$ cat src/hdl/cosfl_pkg.sv
`timescale 1ns / 1ps
`default_nettype none

package cosfl_pkg;

  localparam int unsigned CmdW   = 2;
  localparam int unsigned PinsW  = 34;
  localparam int unsigned CntW   = 32;
  localparam int unsigned ByteW  = 8;
  localparam int unsigned IdxW   = 4;

  // Number of job slots between the front and the back.
  localparam int unsigned QueueDepth = 2;

  localparam logic [CmdW-1:0] CMD_SAMPLE = 2'd0;
  localparam logic [CmdW-1:0] CMD_START  = 2'd1;
  localparam logic [CmdW-1:0] CMD_STOP   = 2'd2;

  localparam logic [ByteW-1:0] ACK_BYTE    = 8'h73;
  localparam logic [ByteW-1:0] FRAME_OPEN  = 8'h01;
  localparam logic [ByteW-1:0] FRAME_CLOSE = 8'h02;

  localparam logic [IdxW-1:0] FRAME_LAST_IDX = 4'd10;

  typedef enum logic {
    JOB_ACK,
    JOB_FRAME
  } job_kind_e;

  typedef struct packed {
    job_kind_e          kind;
    logic [CntW-1:0]    cnt;
    logic [PinsW-1:0]   snap;
  } job_t;

  // Byte at position idx of a frame. Counter and snapshot bytes interleave,
  // both big-endian, the snapshot's last two bytes together; the snapshot is taken as 40 bits wide.
  function automatic logic [ByteW-1:0] frame_byte(input job_t job, input logic [IdxW-1:0] idx);
    logic [ByteW-1:0] b;
    b = FRAME_CLOSE;
    case (idx)
      4'd0:    b = FRAME_OPEN;
      4'd1:    b = job.cnt[31:24];
      4'd2:    b = {6'd0, job.snap[33:32]};
      4'd3:    b = job.cnt[23:16];
      4'd4:    b = job.snap[31:24];
      4'd5:    b = job.cnt[15:8];
      4'd6:    b = job.snap[23:16];
      4'd7:    b = job.cnt[7:0];
      4'd8:    b = job.snap[15:8];
      4'd9:    b = job.snap[7:0];
      default: b = FRAME_CLOSE;
    endcase
    return b;
  endfunction

endpackage

`default_nettype wire

$ cat src/hdl/cosfl_if.sv
`timescale 1ns / 1ps
`default_nettype none

interface cosfl_in_if;
  logic                          valid;
  logic                          ready;
  logic [cosfl_pkg::CmdW-1:0]    cmd;
  logic [cosfl_pkg::PinsW-1:0]   pins;

  modport source (output valid, output cmd, output pins, input ready);
  modport sink   (input valid, input cmd, input pins, output ready);
endinterface

interface cosfl_out_if;
  logic                          valid;
  logic                          ready;
  logic [cosfl_pkg::ByteW-1:0]   out_byte;
  logic                          last;

  modport source (output valid, output out_byte, output last, input ready);
  modport sink   (input valid, input out_byte, input last, output ready);
endinterface

`default_nettype wire

$ cat src/hdl/cosfl_front.sv
`timescale 1ns / 1ps
`default_nettype none

module cosfl_front #(
  parameter int unsigned NUM_LINES = 34
) (
  input  wire logic                          clk_i,
  input  wire logic                          rst_ni,
  input  wire logic                          valid_i,
  input  wire logic [cosfl_pkg::CmdW-1:0]    cmd_i,
  input  wire logic [cosfl_pkg::PinsW-1:0]   pins_i,
  output logic                               ready_o,
  input  wire logic                          full_i,
  output logic                               push_o,
  output cosfl_pkg::job_t                    job_o
);

  function automatic logic [cosfl_pkg::PinsW-1:0] line_mask();
    logic [cosfl_pkg::PinsW-1:0] m;
    for (int i = 0; i < int'(cosfl_pkg::PinsW); i++) begin
      m[i] = (i < int'(NUM_LINES));
    end
    return m;
  endfunction

  localparam logic [cosfl_pkg::PinsW-1:0] LineMask = line_mask();

  logic                             running_q, running_d;
  logic [cosfl_pkg::PinsW-1:0]      prev_q, prev_d;
  logic [cosfl_pkg::CntW-1:0]       cnt_q, cnt_d;
  logic [cosfl_pkg::PinsW-1:0]      snap;
  logic                             accept;

  // Every word is taken as long as the queue has room, whether or not it
  // turns into a job.
  assign ready_o = !full_i;
  assign accept  = valid_i && ready_o;
  assign snap    = pins_i & LineMask;

  always_comb begin
    running_d = running_q;
    prev_d    = prev_q;
    cnt_d     = cnt_q;
    push_o    = 1'b0;
    job_o     = '{kind: cosfl_pkg::JOB_ACK, cnt: cnt_q, snap: snap};
    if (accept) begin
      if (cmd_i == cosfl_pkg::CMD_STOP) begin
        running_d = 1'b0;
        cnt_d     = '0;
      end else if (!running_q) begin
        if (cmd_i == cosfl_pkg::CMD_START) begin
          push_o    = 1'b1;
          prev_d    = snap;
          running_d = 1'b1;
        end
      end else if (cmd_i == cosfl_pkg::CMD_SAMPLE || cmd_i == cosfl_pkg::CMD_START) begin
        if (snap != prev_q) begin
          push_o     = 1'b1;
          job_o.kind = cosfl_pkg::JOB_FRAME;
          prev_d     = snap;
        end
        cnt_d = cnt_q + 1'b1;
      end
    end
  end

  always_ff @(posedge clk_i or negedge rst_ni) begin
    if (!rst_ni) begin
      running_q <= 1'b0;
      prev_q    <= '0;
      cnt_q     <= '0;
    end else begin
      running_q <= running_d;
      prev_q    <= prev_d;
      cnt_q     <= cnt_d;
    end
  end

  a_stop_clears: assert property (@(posedge clk_i) disable iff (!rst_ni)
    (accept && cmd_i == cosfl_pkg::CMD_STOP) |=> (cnt_q == '0 && !running_q))
    else $error("stop did not clear counter and run state");

  a_idle_no_frame: assert property (@(posedge clk_i) disable iff (!rst_ni)
    (push_o && !running_q) |-> (job_o.kind == cosfl_pkg::JOB_ACK))
    else $error("frame queued while stopped");

  a_push_has_room: assert property (@(posedge clk_i) disable iff (!rst_ni)
    push_o |-> !full_i)
    else $error("job pushed into a full queue");

endmodule

`default_nettype wire

$ cat src/hdl/cosfl_queue.sv
`timescale 1ns / 1ps
`default_nettype none

module cosfl_queue (
  input  wire logic              clk_i,
  input  wire logic              rst_ni,
  input  wire logic              push_i,
  input  cosfl_pkg::job_t        job_i,
  output logic                   full_o,
  output logic                   avail_o,
  input  wire logic              pop_i,
  output cosfl_pkg::job_t        job_o
);

  localparam int unsigned Depth = cosfl_pkg::QueueDepth;
  localparam int unsigned PtrW  = (Depth > 1) ? $clog2(Depth) : 1;
  localparam int unsigned CntW  = $clog2(Depth + 1);

  cosfl_pkg::job_t        mem_q [Depth];
  logic [PtrW-1:0]        wr_ptr_q, rd_ptr_q;
  logic [CntW-1:0]        count_q;
  logic                   do_push, do_pop;

  assign full_o  = (count_q == CntW'(Depth));
  assign avail_o = (count_q != '0);
  assign job_o   = mem_q[rd_ptr_q];
  assign do_push = push_i && !full_o;
  assign do_pop  = pop_i && avail_o;

  function automatic logic [PtrW-1:0] ptr_next(input logic [PtrW-1:0] p);
    return (p == PtrW'(Depth - 1)) ? '0 : p + 1'b1;
  endfunction

  always_ff @(posedge clk_i) begin
    if (do_push) begin
      mem_q[wr_ptr_q] <= job_i;
    end
  end

  always_ff @(posedge clk_i or negedge rst_ni) begin
    if (!rst_ni) begin
      wr_ptr_q <= '0;
      rd_ptr_q <= '0;
      count_q  <= '0;
    end else begin
      if (do_push) begin
        wr_ptr_q <= ptr_next(wr_ptr_q);
      end
      if (do_pop) begin
        rd_ptr_q <= ptr_next(rd_ptr_q);
      end
      if (do_push && !do_pop) begin
        count_q <= count_q + 1'b1;
      end else if (do_pop && !do_push) begin
        count_q <= count_q - 1'b1;
      end
    end
  end

  a_count_bound: assert property (@(posedge clk_i) disable iff (!rst_ni)
    count_q <= CntW'(Depth))
    else $error("queue count beyond depth");

  a_pop_nonempty: assert property (@(posedge clk_i) disable iff (!rst_ni)
    pop_i |-> avail_o)
    else $error("pop from an empty queue");

  a_count_track: assert property (@(posedge clk_i) disable iff (!rst_ni)
    (do_push && !do_pop) |=> (count_q == $past(count_q) + 1'b1))
    else $error("queue count lost a push");

endmodule

`default_nettype wire

$ cat src/hdl/cosfl_back.sv
`timescale 1ns / 1ps
`default_nettype none

module cosfl_back (
  input  wire logic                         clk_i,
  input  wire logic                         rst_ni,
  input  wire logic                         avail_i,
  input  cosfl_pkg::job_t                   job_i,
  output logic                              pop_o,
  output logic                              out_valid_o,
  input  wire logic                         out_ready_i,
  output logic [cosfl_pkg::ByteW-1:0]       out_byte_o,
  output logic                              out_last_o
);

  cosfl_pkg::job_t                 job_q, job_d, cur;
  logic                            busy_q, busy_d;
  logic [cosfl_pkg::IdxW-1:0]      idx_q, idx_d;
  logic                            out_valid_q, out_valid_d;
  logic [cosfl_pkg::ByteW-1:0]     out_byte_q, out_byte_d;
  logic                            out_last_q, out_last_d;
  logic                            load, have, emit, emit_last;

  // The output register loads whenever it is empty or being drained, so a
  // new byte follows every cycle while a job is at hand. A job is popped
  // straight from the queue head as its first byte loads, right after the previous job's last byte.
  assign load      = !out_valid_q || out_ready_i;
  assign have      = busy_q || avail_i;
  assign cur       = busy_q ? job_q : job_i;
  assign emit      = load && have;
  assign emit_last = (cur.kind == cosfl_pkg::JOB_ACK) || (idx_q == cosfl_pkg::FRAME_LAST_IDX);
  assign pop_o     = emit && !busy_q;

  always_comb begin
    job_d       = job_q;
    busy_d      = busy_q;
    idx_d       = idx_q;
    out_valid_d = out_valid_q;
    out_byte_d  = out_byte_q;
    out_last_d  = out_last_q;
    if (load) begin
      out_valid_d = emit;
    end
    if (emit) begin
      out_byte_d = (cur.kind == cosfl_pkg::JOB_ACK) ? cosfl_pkg::ACK_BYTE
                                                    : cosfl_pkg::frame_byte(cur, idx_q);
      out_last_d = emit_last;
      job_d      = cur;
      if (emit_last) begin
        busy_d = 1'b0;
        idx_d  = '0;
      end else begin
        busy_d = 1'b1;
        idx_d  = idx_q + 1'b1;
      end
    end
  end

  always_ff @(posedge clk_i or negedge rst_ni) begin
    if (!rst_ni) begin
      busy_q      <= 1'b0;
      idx_q       <= '0;
      out_valid_q <= 1'b0;
    end else begin
      busy_q      <= busy_d;
      idx_q       <= idx_d;
      out_valid_q <= out_valid_d;
    end
  end

  always_ff @(posedge clk_i) begin
    job_q      <= job_d;
    out_byte_q <= out_byte_d;
    out_last_q <= out_last_d;
  end

  assign out_valid_o = out_valid_q;
  assign out_byte_o  = out_byte_q;
  assign out_last_o  = out_last_q;

  a_busy_is_frame: assert property (@(posedge clk_i) disable iff (!rst_ni)
    busy_q |-> (job_q.kind == cosfl_pkg::JOB_FRAME && idx_q != '0))
    else $error("serializer busy outside a frame");

  a_idx_bound: assert property (@(posedge clk_i) disable iff (!rst_ni)
    idx_q <= cosfl_pkg::FRAME_LAST_IDX)
    else $error("byte index past end of frame");

  a_last_ends_job: assert property (@(posedge clk_i) disable iff (!rst_ni)
    (emit && emit_last) |=> (!busy_q && idx_q == '0 && out_last_q))
    else $error("job did not end after its final byte");

endmodule

`default_nettype wire

$ cat src/hdl/change_of_state_frame_logger.sv
`timescale 1ns / 1ps
`default_nettype none

// Channel  Dir  Payload                Handshake
// in_i     in   cmd[1:0], pins[33:0]   valid/ready, taken when both high
// out_o    out  out_byte[7:0], last    valid/ready, taken when both high
//
// Input words are taken one per cycle while the two-entry job queue has room.
// A start acknowledge is one output byte, a changed sample an eleven-byte frame; the
// one-byte-per-cycle serializer in the back end sets the sustained rate.
// Unchanged samples, stops and ignored words produce no output bytes.
// Reset is asynchronous and active low and clears run state, counter,
// previous snapshot, queue and serializer. A stall on out_o fills the queue
// and then holds in_i.ready low.

module change_of_state_frame_logger #(
  parameter int unsigned NUM_LINES = 34
) (
  input  wire logic      clk_i,
  input  wire logic      rst_ni,
  cosfl_in_if.sink       in_i,
  cosfl_out_if.source    out_o
);

  logic             full, avail, push, pop;
  cosfl_pkg::job_t  push_job, head_job;

  cosfl_front #(
    .NUM_LINES (NUM_LINES)
  ) u_front (
    .clk_i   (clk_i),
    .rst_ni  (rst_ni),
    .valid_i (in_i.valid),
    .cmd_i   (in_i.cmd),
    .pins_i  (in_i.pins),
    .ready_o (in_i.ready),
    .full_i  (full),
    .push_o  (push),
    .job_o   (push_job)
  );

  cosfl_queue u_queue (
    .clk_i   (clk_i),
    .rst_ni  (rst_ni),
    .push_i  (push),
    .job_i   (push_job),
    .full_o  (full),
    .avail_o (avail),
    .pop_i   (pop),
    .job_o   (head_job)
  );

  cosfl_back u_back (
    .clk_i       (clk_i),
    .rst_ni      (rst_ni),
    .avail_i     (avail),
    .job_i       (head_job),
    .pop_o       (pop),
    .out_valid_o (out_o.valid),
    .out_ready_i (out_o.ready),
    .out_byte_o  (out_o.out_byte),
    .out_last_o  (out_o.last)
  );

endmodule

`default_nettype wire

$ cat src/flat_wrapper.sv
// flat-port wrapper written by rule: the top's interface ports become plain ports
module change_of_state_frame_logger_flat 
#(
  parameter int unsigned NUM_LINES = 34
)
  (clk_i, rst_ni, in_i_valid, in_i_cmd, in_i_pins, in_i_ready, out_o_valid, out_o_out_byte, out_o_last, out_o_ready);
  cosfl_in_if in_i_i ();
  cosfl_out_if out_o_i ();
  input  wire logic clk_i;
  input  wire logic rst_ni;
  input wire logic [$bits(in_i_i.valid)-1:0] in_i_valid;
  input wire logic [$bits(in_i_i.cmd)-1:0] in_i_cmd;
  input wire logic [$bits(in_i_i.pins)-1:0] in_i_pins;
  output wire logic [$bits(in_i_i.ready)-1:0] in_i_ready;
  output wire logic [$bits(out_o_i.valid)-1:0] out_o_valid;
  output wire logic [$bits(out_o_i.out_byte)-1:0] out_o_out_byte;
  output wire logic [$bits(out_o_i.last)-1:0] out_o_last;
  input wire logic [$bits(out_o_i.ready)-1:0] out_o_ready;
  assign in_i_i.valid = in_i_valid;
  assign in_i_i.cmd = in_i_cmd;
  assign in_i_i.pins = in_i_pins;
  assign in_i_ready = in_i_i.ready;
  assign out_o_valid = out_o_i.valid;
  assign out_o_out_byte = out_o_i.out_byte;
  assign out_o_last = out_o_i.last;
  assign out_o_i.ready = out_o_ready;
  change_of_state_frame_logger #(.NUM_LINES(NUM_LINES)) u_core (.clk_i(clk_i), .rst_ni(rst_ni), .in_i(in_i_i), .out_o(out_o_i));
endmodule
$ cat config.mk
export PLATFORM = sky130hd
export DESIGN_NAME = change_of_state_frame_logger_flat
export DESIGN_NICKNAME = d
export VERILOG_FILES = /design/src/hdl/cosfl_pkg.sv /design/src/hdl/cosfl_if.sv /design/src/hdl/cosfl_front.sv /design/src/hdl/cosfl_queue.sv /design/src/hdl/cosfl_back.sv /design/src/hdl/change_of_state_frame_logger.sv /design/src/flat_wrapper.sv
export SDC_FILE = /design/constraint.sdc
export NUM_CORES = 1
export LEC_CHECK = 0
export ABC_CLOCK_PERIOD_IN_PS = 7100
export BUFFER_PORTS_ARGS = -buffer_cell sky130_fd_sc_hd__buf_2
export CORE_UTILIZATION = 51
export DETAILED_ROUTE_END_ITERATION = 16
export PLACE_DENSITY = 0.68
export SYNTH_ARGS = -nofsm -noshare
export SYNTH_HDL_FRONTEND = slang
export SYNTH_SLANG_ARGS = --single-unit
$ cat constraint.sdc
create_clock -name clk_i -period 7.1 [get_ports clk_i]
set_clock_uncertainty 0.2 [all_clocks]
set_input_delay 0.355 -clock clk_i [delete_from_list [all_inputs] [get_ports clk_i]]
set_output_delay 0.355 -clock clk_i [all_outputs]
set_load 0.005 [all_outputs]
# Yosys cells after proc, flatten, opt, wreduce, memory -nomap -nowiden
# Memory sizes are Yosys's and may differ from the RTL's.
# Index checks and enable logic that the tools add are counted.
[classes] n_addsub=6 mul=0 div=0 magnitude_cmp=0 n_eq_ne=16 shifts=0 mux=28 bitwise=2 reduce_logical=25
[ops] operator="$mux 34" count=4
[ops] operator="$mux 32" count=3
[ops] operator="$pmux 8 s10" count=1
[ops] operator="$mux 67" count=1
[ops] operator="$ne 34x34->1" count=1
[ops] operator="$add 32x1->32 const B" count=1
[ops] operator="$eq 4x3->1 const B" count=4
[ops] operator="$mux 1" count=16
[ops] operator="$eq 4x4->1 const B" count=3
[ops] operator="$reduce_bool 2->1" count=5
[ops] operator="$eq 4x2->1 const B" count=2
[ops] operator="$logic_and 1x1->1" count=7
[ops] operator="$logic_not 1->1" count=5
[ops] operator="$reduce_and 5->1" count=1
[ops] operator="$add 4x1->4 const B" count=1
[ops] operator="$eq 2x2->1 const B" count=2
[ops] operator="$eq 4x1->1 const B" count=1
[ops] operator="$logic_not 4->1" count=1
[ops] operator="$logic_or 1x1->1" count=4
[ops] operator="$mux 2" count=2
[ops] operator="$mux 4" count=1
[ops] operator="$ne 2x1->1 const B" count=2
[ops] operator="$reduce_and 3->1" count=1
[ops] operator="$add 1x1->1 const B" count=2
[ops] operator="5 further kinds" count=6
[word_totals] ff_bits=153 latchBits=0 mem_bits_rw=134 rom_bits=0 out_inout_bits=11 elab_cells=92 memories=1
[mem_list] name="u_core.u_queue.mem_q" depth=2 width=67 rd=1 rd_clocked_by_memory_dff=0 write_ports=1 line="cosfl_queue.sv:19" text="cosfl_pkg::job_t mem_q [Depth];"

# Longest topological paths before layout
# Gate-level depths: netlist of run 1.
[depth] word_depth=11 mapped_depth=10

# By module
# From an unflattened synthesis of run 1, not the netlist that was laid out.
[unflattened] hier_cells=814 area_unflattened_um2=12808.5
[modules_own_cells] mod="cosfl_queue" instances=1 cells_per_inst=228 area_per_inst_um2=5123.7 seq_area_each_um2=4124.0
[modules_own_cells] mod="cosfl_back" instances=1 cells_per_inst=264 area_per_inst_um2=4023.9 seq_area_each_um2=2432.3
[modules_own_cells] mod="cosfl_front" instances=1 cells_per_inst=322 area_per_inst_um2=3661.0 seq_area_each_um2=1676.6

# Least setup slack after synthesis of run 1
# OpenSTA, ideal clock, no wires.
[synth_path] path_type="reg-to-reg" startpoint="register u_core.u_front.prev_q[21] in the netlist's numbering" endpoint="memory u_core.u_queue.mem_q[0][0] in the netlist's numbering, enable pin" arrival_time_ns=5.737 required_ns=6.326 setup_slack_ns=0.589 stages_incl_launch_ff=7 n_path_buf=1 synth_period_minus_slack_ns=6.511 cell_sequence="dfrtp_1 > xor2_1 > nor4_1 > nand4_1 > clkbuf_1 > nor4_1 > nor3_1"
[synth_via] elab_chain_cells=9
[synth_lines] element="start: declaration" line="cosfl_front.sv:29" text="logic [cosfl_pkg::PinsW-1:0] prev_q, prev_d;"
[synth_lines] element="start signal: assignment" line="cosfl_front.sv:74" text="prev_q <= prev_d;"
[synth_lines] element="$ne 34x34->1" line="cosfl_front.sv:57" text="if (snap != prev_q) begin"
[synth_lines] element="$mux 1" line="cosfl_front.sv:57"
[synth_lines] element="$mux 1" line="cosfl_front.sv:56" text="end else if (cmd_i == cosfl_pkg::CMD_SAMPLE || cmd_i == cosfl_pkg::CMD_START) begin"
[synth_lines] element="$mux 1" line="cosfl_front.sv:50" text="end else if (!running_q) begin"
[synth_lines] element="$mux 1" line="cosfl_front.sv:47" text="if (cmd_i == cosfl_pkg::CMD_STOP) begin"
[synth_lines] element="$mux 1" line="cosfl_front.sv:46" text="if (accept) begin"
[synth_lines] element="$logic_and 1x1->1" line="cosfl_queue.sv:27" text="assign do_push = push_i && !full_o;"
[synth_lines] element="$mux 1" line="cosfl_queue.sv:35" text="if (do_push) begin"
[synth_lines] element="$mux 1 (implied by the code)" line="cosfl_queue.sv:36" text="mem_q[wr_ptr_q] <= job_i;"
[synth_lines] element="end: declaration" line="cosfl_queue.sv:19"
# No other way between the ends.

# Final worst setup path of run 1
[layout_path] startpoint="register u_core.u_queue.count_q[0]" endpoint="memory u_core.u_queue.mem_q[1][47] in the netlist's numbering, enable pin"
[layout_via] elab_chain_cells=7
[layout_lines] element="start: declaration" line="cosfl_queue.sv:21" text="logic [CntW-1:0] count_q;"
[layout_lines] element="start signal: assignment" line="cosfl_queue.sv:53" text="count_q <= count_q + 1'b1;"
[layout_lines] element="start signal: assignment" line="cosfl_queue.sv:55" text="count_q <= count_q - 1'b1;"
[layout_lines] element="$eq 2x2->1 *" line="cosfl_queue.sv:24" text="assign full_o = (count_q == CntW'(Depth));"
[layout_lines] element="$logic_not 1->1 *" line="cosfl_front.sv:36, cosfl_queue.sv:27"
[layout_lines] element="$logic_and 1x1->1" line="cosfl_front.sv:37" text="assign accept = valid_i && ready_o;"
[layout_lines] element="$mux 1" line="cosfl_front.sv:46"
[layout_lines] element="$logic_and 1x1->1 *" line="cosfl_queue.sv:27"
[layout_lines] element="$mux 1 *" line="cosfl_queue.sv:35"
[layout_lines] element="$mux 1 (implied by the code) *" line="cosfl_queue.sv:36"
# Mark *: on every way between the ends. The rest lies on a longest branch, timed or not.

==> reports/metrics.yaml, run 1 <==
r2r_end: "u_core.u_queue.mem_q[1][47]"
die_w_microns: 165
crit_required_ns: 7.08
postSynthCellCount: 1140
clockBufferDepth: 3
drtPass1Iterations: 5
ys_warn_count: 0
power.total_uw: 5990
hold_path_class: "input pin to register"
synth_edf_count: 210
rows: 59
critical_path_arrival_ns: 3.72
routed_via_density: 6.17
synth_nets: 1186
utilization_pct: 59.2
drv_cap: 0
clockRootBuffer: "clkbuf_16"
die_h_microns: 165
grt_usage_pct: 24.8
synth.top_cells.by_count: "edfxtp_1, nand2_1, o21ai_0"
p_leak_uw: 0.00584
period_share_pct: 52.7
drc: 0
reg2reg_from: "u_core.u_queue.count_q[0]"
worstSetupEndpoint: "u_core.u_queue.mem_q[1][47]"
first_global_vias: 8996
reg2reg_setup_slack_ns: 3.36
post-synth-top-area-cell: "edfxtp_1"
post_cts_buffers: 0
dr_total_vias: 9604
clk_pin_slew_ns: 0.06
status: "finished, final reports clean"
cts_tree: "done"
period_minus_slack_ns: 3.74
die_area_sq_um: 27100
slew_viol_final: 0
wirelength_microns: 32400
synth_cell_types: 56
grt_setup_unrepaired: "false"
fin_setup_tns_ns: 0
initial_utilization_pct: 52.0
yosysSeqAreaShare_pct: 61.0
dp_hpwl_microns: 20200
routabilityCongestion: 0.817
antenna_found_initial: 0
vdd_ir_drop_max_v: 0.000231
stdcell_count: 1556
place_inst: 1462
crit_fanout: 69
fin_nets: 1243
path_class: "register to register"
avgSynthCellArea_sq_um: 11.8
relSlewSlack_pct: 24.2
cp-end-kind: "register"
yosysMostFrequentCell: "edfxtp_1"
synthArstFlopShare_pct: 26.8
ys.flop_type: "edfxtp_1"
io_pins: 51
htree_levels: 1
grt_max_degree: 72
worst_pin_slew_ns: 1.11
core_area_sq_um: 26000
power.density_nw_per_um2: 390
post_route_cells_drive_above_1_share_pct: 10.9
drtAntennaViolNets: 0
startpoint: "u_core.u_queue.count_q[0]"
wl_per_cell_microns: 20.8
clock-sinks: 287
synthTopCellsByArea: "edfxtp_1, dfrtp_1, mux2i_1"
yosysTopAreaCellShare_pct: 46.7
setup_viol: 0
netlist_area_sq_um: 13500
drtIter0Drc: 1014
area.growth.synth_to_final_pct: 13.9
ys_ff_latch: 287
cts-buffers-inserted: 30
max_freq_ghz: 0.267
finalHoldViolCount: 0
startpoint_type: "register"
timing.hold.ws_ns: 0.0347
post_cts_resized: 0
r2r_cells: 6
grt_pass1_wl_microns: 51800
clk_latency_ns: 0.55
portBuffers: 50
overflow: 0
==> power by group <==
part           internal (uW)  switching (uW)  leakage [uW]
clock network            872             640      0.000474
logic                    658            1100       0.00242
registers               2410             315       0.00295
total                   3940            2050       0.00584
==> cell usage in the layout, fill, tap and decap left out, types with 36 or more instances in the layout <==
master         netlist  routed
a221oi_1            36      36
and2_1              38      38
and3_1              40      40
buf_2               11      49
dfrtp_1             77      75
dlygate4sd3_1        0      38
edfxtp_1           210     210
mux2i_1             67      67
nand2_1            122     122
nand3_1             53      51
o21ai_0            113     113
or4_1               42      42
xor2_1              40      40
==> worst max-delay path, stage by stage (launching register included) <==
cell      delay (ns)
dfrtp_1         0.42
nand2b_1        0.43
o2111a_1        0.26
buf_4           0.44
nand2_1         0.17
nor2_4          0.79
buf_4           0.60
==> per-stage QoR <==
step	setup slack (ns)	cell area, sq um
floorplan	0.589	13500
global placement	3.41	14000
detailed placement	3.34	14000
CTS	3.35	15400
global route	3.12	15400
finish	3.36	15400
==> metal layers <==
| layer | share of wire, % | global-route usage, % | vias to the layer above |
|---|---|---|---|
| met2 | 46 | 38.3 | 347 |
| met5 | 0 | 0 | - |
| met3 | 6.4 | 2.91 | 38 |
| met4 | 1.8 | 5.96 | 0 |
| li1 | - | - | 4447 |
| met1 | 45 | 37.4 | 4772 |
==> registers in the layout, indices dropped and copies added, names as in the netlist <==
name                       count
u_core.u_back.busy_q           1
u_core.u_back.idx_q            4
u_core.u_back.job_q           67
u_core.u_back.out_byte_o       8
u_core.u_back.out_last_o       1
u_core.u_back.out_valid_o      1
u_core.u_front.cnt_q          32
u_core.u_front.prev_q         34
u_core.u_front.running_q       1
u_core.u_queue.count_q         2
u_core.u_queue.mem_q         134
u_core.u_queue.rd_ptr_q        1
u_core.u_queue.wr_ptr_q        1
==> worst min path at each step <==
stage	startpoint	endpoint	slack, ns	cells after the start
3_5_place_dp	rst_ni	u_core.u_front.cnt_q[19]	-0.007	1
3_3_place_gp	rst_ni	u_core.u_front.cnt_q[19]	-0.005	1
6_report	out_o_ready	u_core.u_back.busy_q	0.03	5
4_1_cts	out_o_ready	u_core.u_back.busy_q	0.02	5
2_1_floorplan	rst_ni	u_core.u_back.busy_q	-0.14	0
5_1_grt	out_o_ready	u_core.u_back.busy_q	0.05	5
==> final cells by class <==
class | count | area [sq um]
fillers | 2095 | 10600
flip-flops and latches | 287 | 8240
multi-input cells | 754 | 4910
clock buffers | 41 | 852
repair buffers | 107 | 776
well taps | 335 | 419
clock inverters | 14 | 104
inverters | 17 | 63.8
diodes | 1 | 2.50
==> kinds of logic after synthesis <==
logic type / share of synthesized area (%)
muxes: 5.38
adders and majority gates: 0.556
xor gates and xnor gates: 3.18
buffers and inverters: 2.97
DFF: 61.0
and+or+nand+nor: 15.0
AOI/OAI and AO/OA: 11.9
==> timing repair <==
action	CTS	global route
hold buffers	38	0
setup endpoints to repair	0	0
hold endpoints to repair	76	0
No activity file was read; power rests on OpenSTA's default activity.
==> run 2, diff against run 1 <==
--- a/config.mk
+++ b/config.mk
@@ -5,11 +5,11 @@
 export SDC_FILE = /design/constraint.sdc
 export NUM_CORES = 1
 export LEC_CHECK = 0
-export ABC_CLOCK_PERIOD_IN_PS = 7100
+export ABC_CLOCK_PERIOD_IN_PS = 3300
 export BUFFER_PORTS_ARGS = -buffer_cell sky130_fd_sc_hd__buf_2
 export CORE_UTILIZATION = 51
 export DETAILED_ROUTE_END_ITERATION = 16
-export PLACE_DENSITY = 0.68
+export PLACE_DENSITY = 0.7
 export SYNTH_ARGS = -nofsm -noshare
 export SYNTH_HDL_FRONTEND = slang
 export SYNTH_SLANG_ARGS = --single-unit
==> constraint.sdc (replaced) <==
create_clock -name clk_i -period 3.3 [get_ports clk_i]
set_clock_uncertainty 0.2 [all_clocks]
set_input_delay 0.165 -clock clk_i [delete_from_list [all_inputs] [get_ports clk_i]]
set_output_delay 0.165 -clock clk_i [all_outputs]
set_load 0.005 [all_outputs]
==> run 2 against run 1 <==
  * Core utilization increased by 0.51 points
  * Sequential cell count unchanged
  * Hold slack lost 0.012 ns
  * Sequential power up 120%
  * Critical endpoint is now u_core.u_front.cnt_q[27]
==> reports/metrics.yaml, run 2 (synthesis results as in run 1) <==
combPwrFrac_pct: 28.8  # was 29.3%
relSlewSlack_pct: 32.0  # was 24.2%
wl_per_cell_microns: 20.5  # was 20.8 microns
crit_required_ns: 3.58  # was 7.08 ns
area.growth.synth_to_final_pct: 14.8  # was 13.9%
clockBufferDepth: 3  # unchanged
clk_latency_ns: 0.56  # was 0.55 ns
die_area_sq_um: 27100  # unchanged
max_freq_ghz: 0.358  # was 0.267 GHz
first_global_vias: 8933  # was 8996
cts_tree: "done"  # unchanged
grt_usage_pct: 24.1  # was 24.8%
startpoint: "u_core.u_queue.count_q[0]"  # unchanged
drv_cap: 0  # unchanged
post_route_cells_drive_above_1_share_pct: 11.2  # was 10.9%
die_w_microns: 165  # unchanged
routabilityCongestion: 0.856  # was 0.817
insertedDiodeCount: 0  # was 1
drtIter0Drc: 1058  # was 1014
io_pins: 51  # unchanged
wirelength_microns: 32100  # was 32400 microns
finish.instance_area_sq_um: 15500  # was 15400 sq um
portBuffers: 50  # unchanged
utilization_pct: 59.7  # was 59.2%
clockRootBuffer: "clkbuf_16"  # unchanged
cts-buffers-inserted: 30  # unchanged
fin_ws_ns: 0.509  # was 3.36 ns
top_regs: "u_core.u_queue.mem_q x134, u_core.u_back.job_q x67, u_core.u_front.prev_q x34"  # unchanged
worst_pin_slew_ns: 1.02  # was 1.11 ns
slew_viol_final: 0  # unchanged
min_from: "in_i_valid"  # was out_o_ready
p_switching_uw: 4380  # was 2050 uW
p_leak_uw: 0.00589  # was 0.00584 uW
hold_path_class: "input pin to register"  # unchanged
drtAntennaViolNets: 0  # unchanged
crit_fanout: 17  # was 69
final_common_cell: "edfxtp_1"  # unchanged
drtPass1Iterations: 5  # unchanged
drc: 0  # unchanged
nFillCells: 2098  # was 2095
power.density_nw_per_um2: 843  # was 390 nW/um^2
timing.hold.ws_ns: 0.0228  # was 0.0347 ns
critical_path_arrival_ns: 3.07  # was 3.72 ns
grt_max_degree: 72  # unchanged
power.internal_uw: 8690  # was 3940 uW
rows: 59  # unchanged
htree_levels: 1  # unchanged
antenna_found_initial: 1  # was 0
startpoint_type: "register"  # unchanged
overflow: 0  # unchanged
drt-met1-wl_microns: 14400  # was 14700 microns
clkPwrFrac_pct: 26.0  # was 25.2%
clk_pin_slew_ns: 0.06  # about the same
top_layer: "met4"  # unchanged
path_class: "register to register"  # unchanged
post-place-ws_ns: 0.530  # was 3.34 ns
dr_total_vias: 9663  # was 9604
setup_viol: 0  # unchanged
initial_utilization_pct: 52.0  # unchanged
postPlaceCellArea_sq_um: 14100  # was 14000 sq um
wl_met2_microns: 14800  # was 15000 microns
post_cts_resized: 0  # unchanged
seqPwrFrac_pct: 45.3  # was 45.5%
cp-end-kind: "register"  # unchanged
die_h_microns: 165  # unchanged
fin_nets: 1251  # was 1243
period_minus_slack_ns: 2.79  # was 3.74 ns
period_share_pct: 84.6  # was 52.7%
final_cell_mix: "edfxtp_1, nand2_1, o21ai_0, dfrtp_1, mux2i_1"  # unchanged
largest_reg_flops: 134  # unchanged
largest-register: "u_core.u_queue.mem_q"  # unchanged
dp_hpwl_microns: 20400  # was 20200 microns
wl_met3_microns: 2140  # was 2090 microns
finalHoldViolCount: 0  # unchanged
core_area_sq_um: 26000  # unchanged
clock-sinks: 287  # unchanged
reg2reg_from: "u_core.u_queue.count_q[0]"  # unchanged
vdd_ir_drop_max_v: 0.000486  # was 0.000231 V
routed_via_density: 6.18  # was 6.17
p_sw_share_pct: 33.5  # was 34.2%
post_cts_buffers: 0  # unchanged
grt_setup_unrepaired: "false"  # unchanged
status: "finished, final reports clean"  # unchanged
grt_pass1_wl_microns: 50000  # was 51800 microns
==> run 2: changes by cell type in the layout (fill, tap and decap cells not counted) <==
cell | previous run | this run
buf_12 | 0 | 3
clkinvlp_4 | 1 | 3
buf_4 | 20 | 25
nor3_2 | 1 | 0
clkinv_1 | 4 | 8
clkbuf_8 | 6 | 0
nor3_4 | 0 | 1
bufinv_16 | 1 | 4
clkbuf_16 | 30 | 31
clkinv_2 | 7 | 4
diode_2 | 1 | 0
clkinv_8 | 1 | 0
==> run 2: worst max-delay path, cell delays in order, from the launching register on <==
cell	delay, ns
dfrtp_1	0.42
nand2b_1	0.15
buf_4	0.18
nand4_2	0.35
a2111o_1	0.71
or4_1	0.49
a21oi_1	0.19
==> run 2: what timing repair did <==
item | in CTS | in global routing
hold buffers | 38 | 0
hold endpoints to repair | 172 | 0
endpoints found under the setup margin | 0 | 0
==> run 2: worst paths after layout <==
check | to | slack (ns) | cells after the start
worst max-delay path | u_core.u_front.cnt_q[27] | 0.51 | 6
worst min-delay path | u_core.u_front.prev_q[27] | 0.02 | 4
worst min register to register | u_core.u_queue.count_q[1] | 0.33 | 1
min in group asynchronous | u_core.u_front.cnt_q[19] | 0.07 | 2
worst max register to register | u_core.u_front.cnt_q[27] | 0.51 | 6
max in group asynchronous | u_core.u_queue.rd_ptr_q | 2.06 | 2
==> run 2: per-stage QoR <==
stage               TNS, ns  total power (uW)  std cells
floorplan            -12.95              8360       1140
global placement          0              9550       1470
detailed placement        0              9650       1470
CTS                       0             13100       1563
global route              0             13700       1563
finish                    0             13100       1563
==> run 2: layout make-up <==
type	instances	area [sq um]	share of cell area [%]
Timing Repair Buffer	115	873	5.63
Tap cell	335	419	2.70
Multi-Input combinational cell	754	4920	31.7
Inverter	17	63.8	0.412
Sequential cell	287	8240	53.1
Clock buffer	36	795	5.12
Clock inverter	19	193	1.24
==> run 2: power groups by stage <==
stage | Combinational, uW | Clock [uW] | Sequential [uW]
after global routing | 4140 | 3580 | 6030
after CTS | 3750 | 3430 | 5900
after global placement | 3630 | 0 | 5920
after floorplan | 2760 | 0 | 5610
final | 3760 | 3390 | 5910
after detailed placement | 3680 | 0 | 5970
==> run 2: routing by layer <==
layer	global-route usage [%]	vias to the layer above
met1	35.6	4781
met2	36.6	360
li1	-	4471
met4	7.76	0
met3	3.54	51
met5	0	-
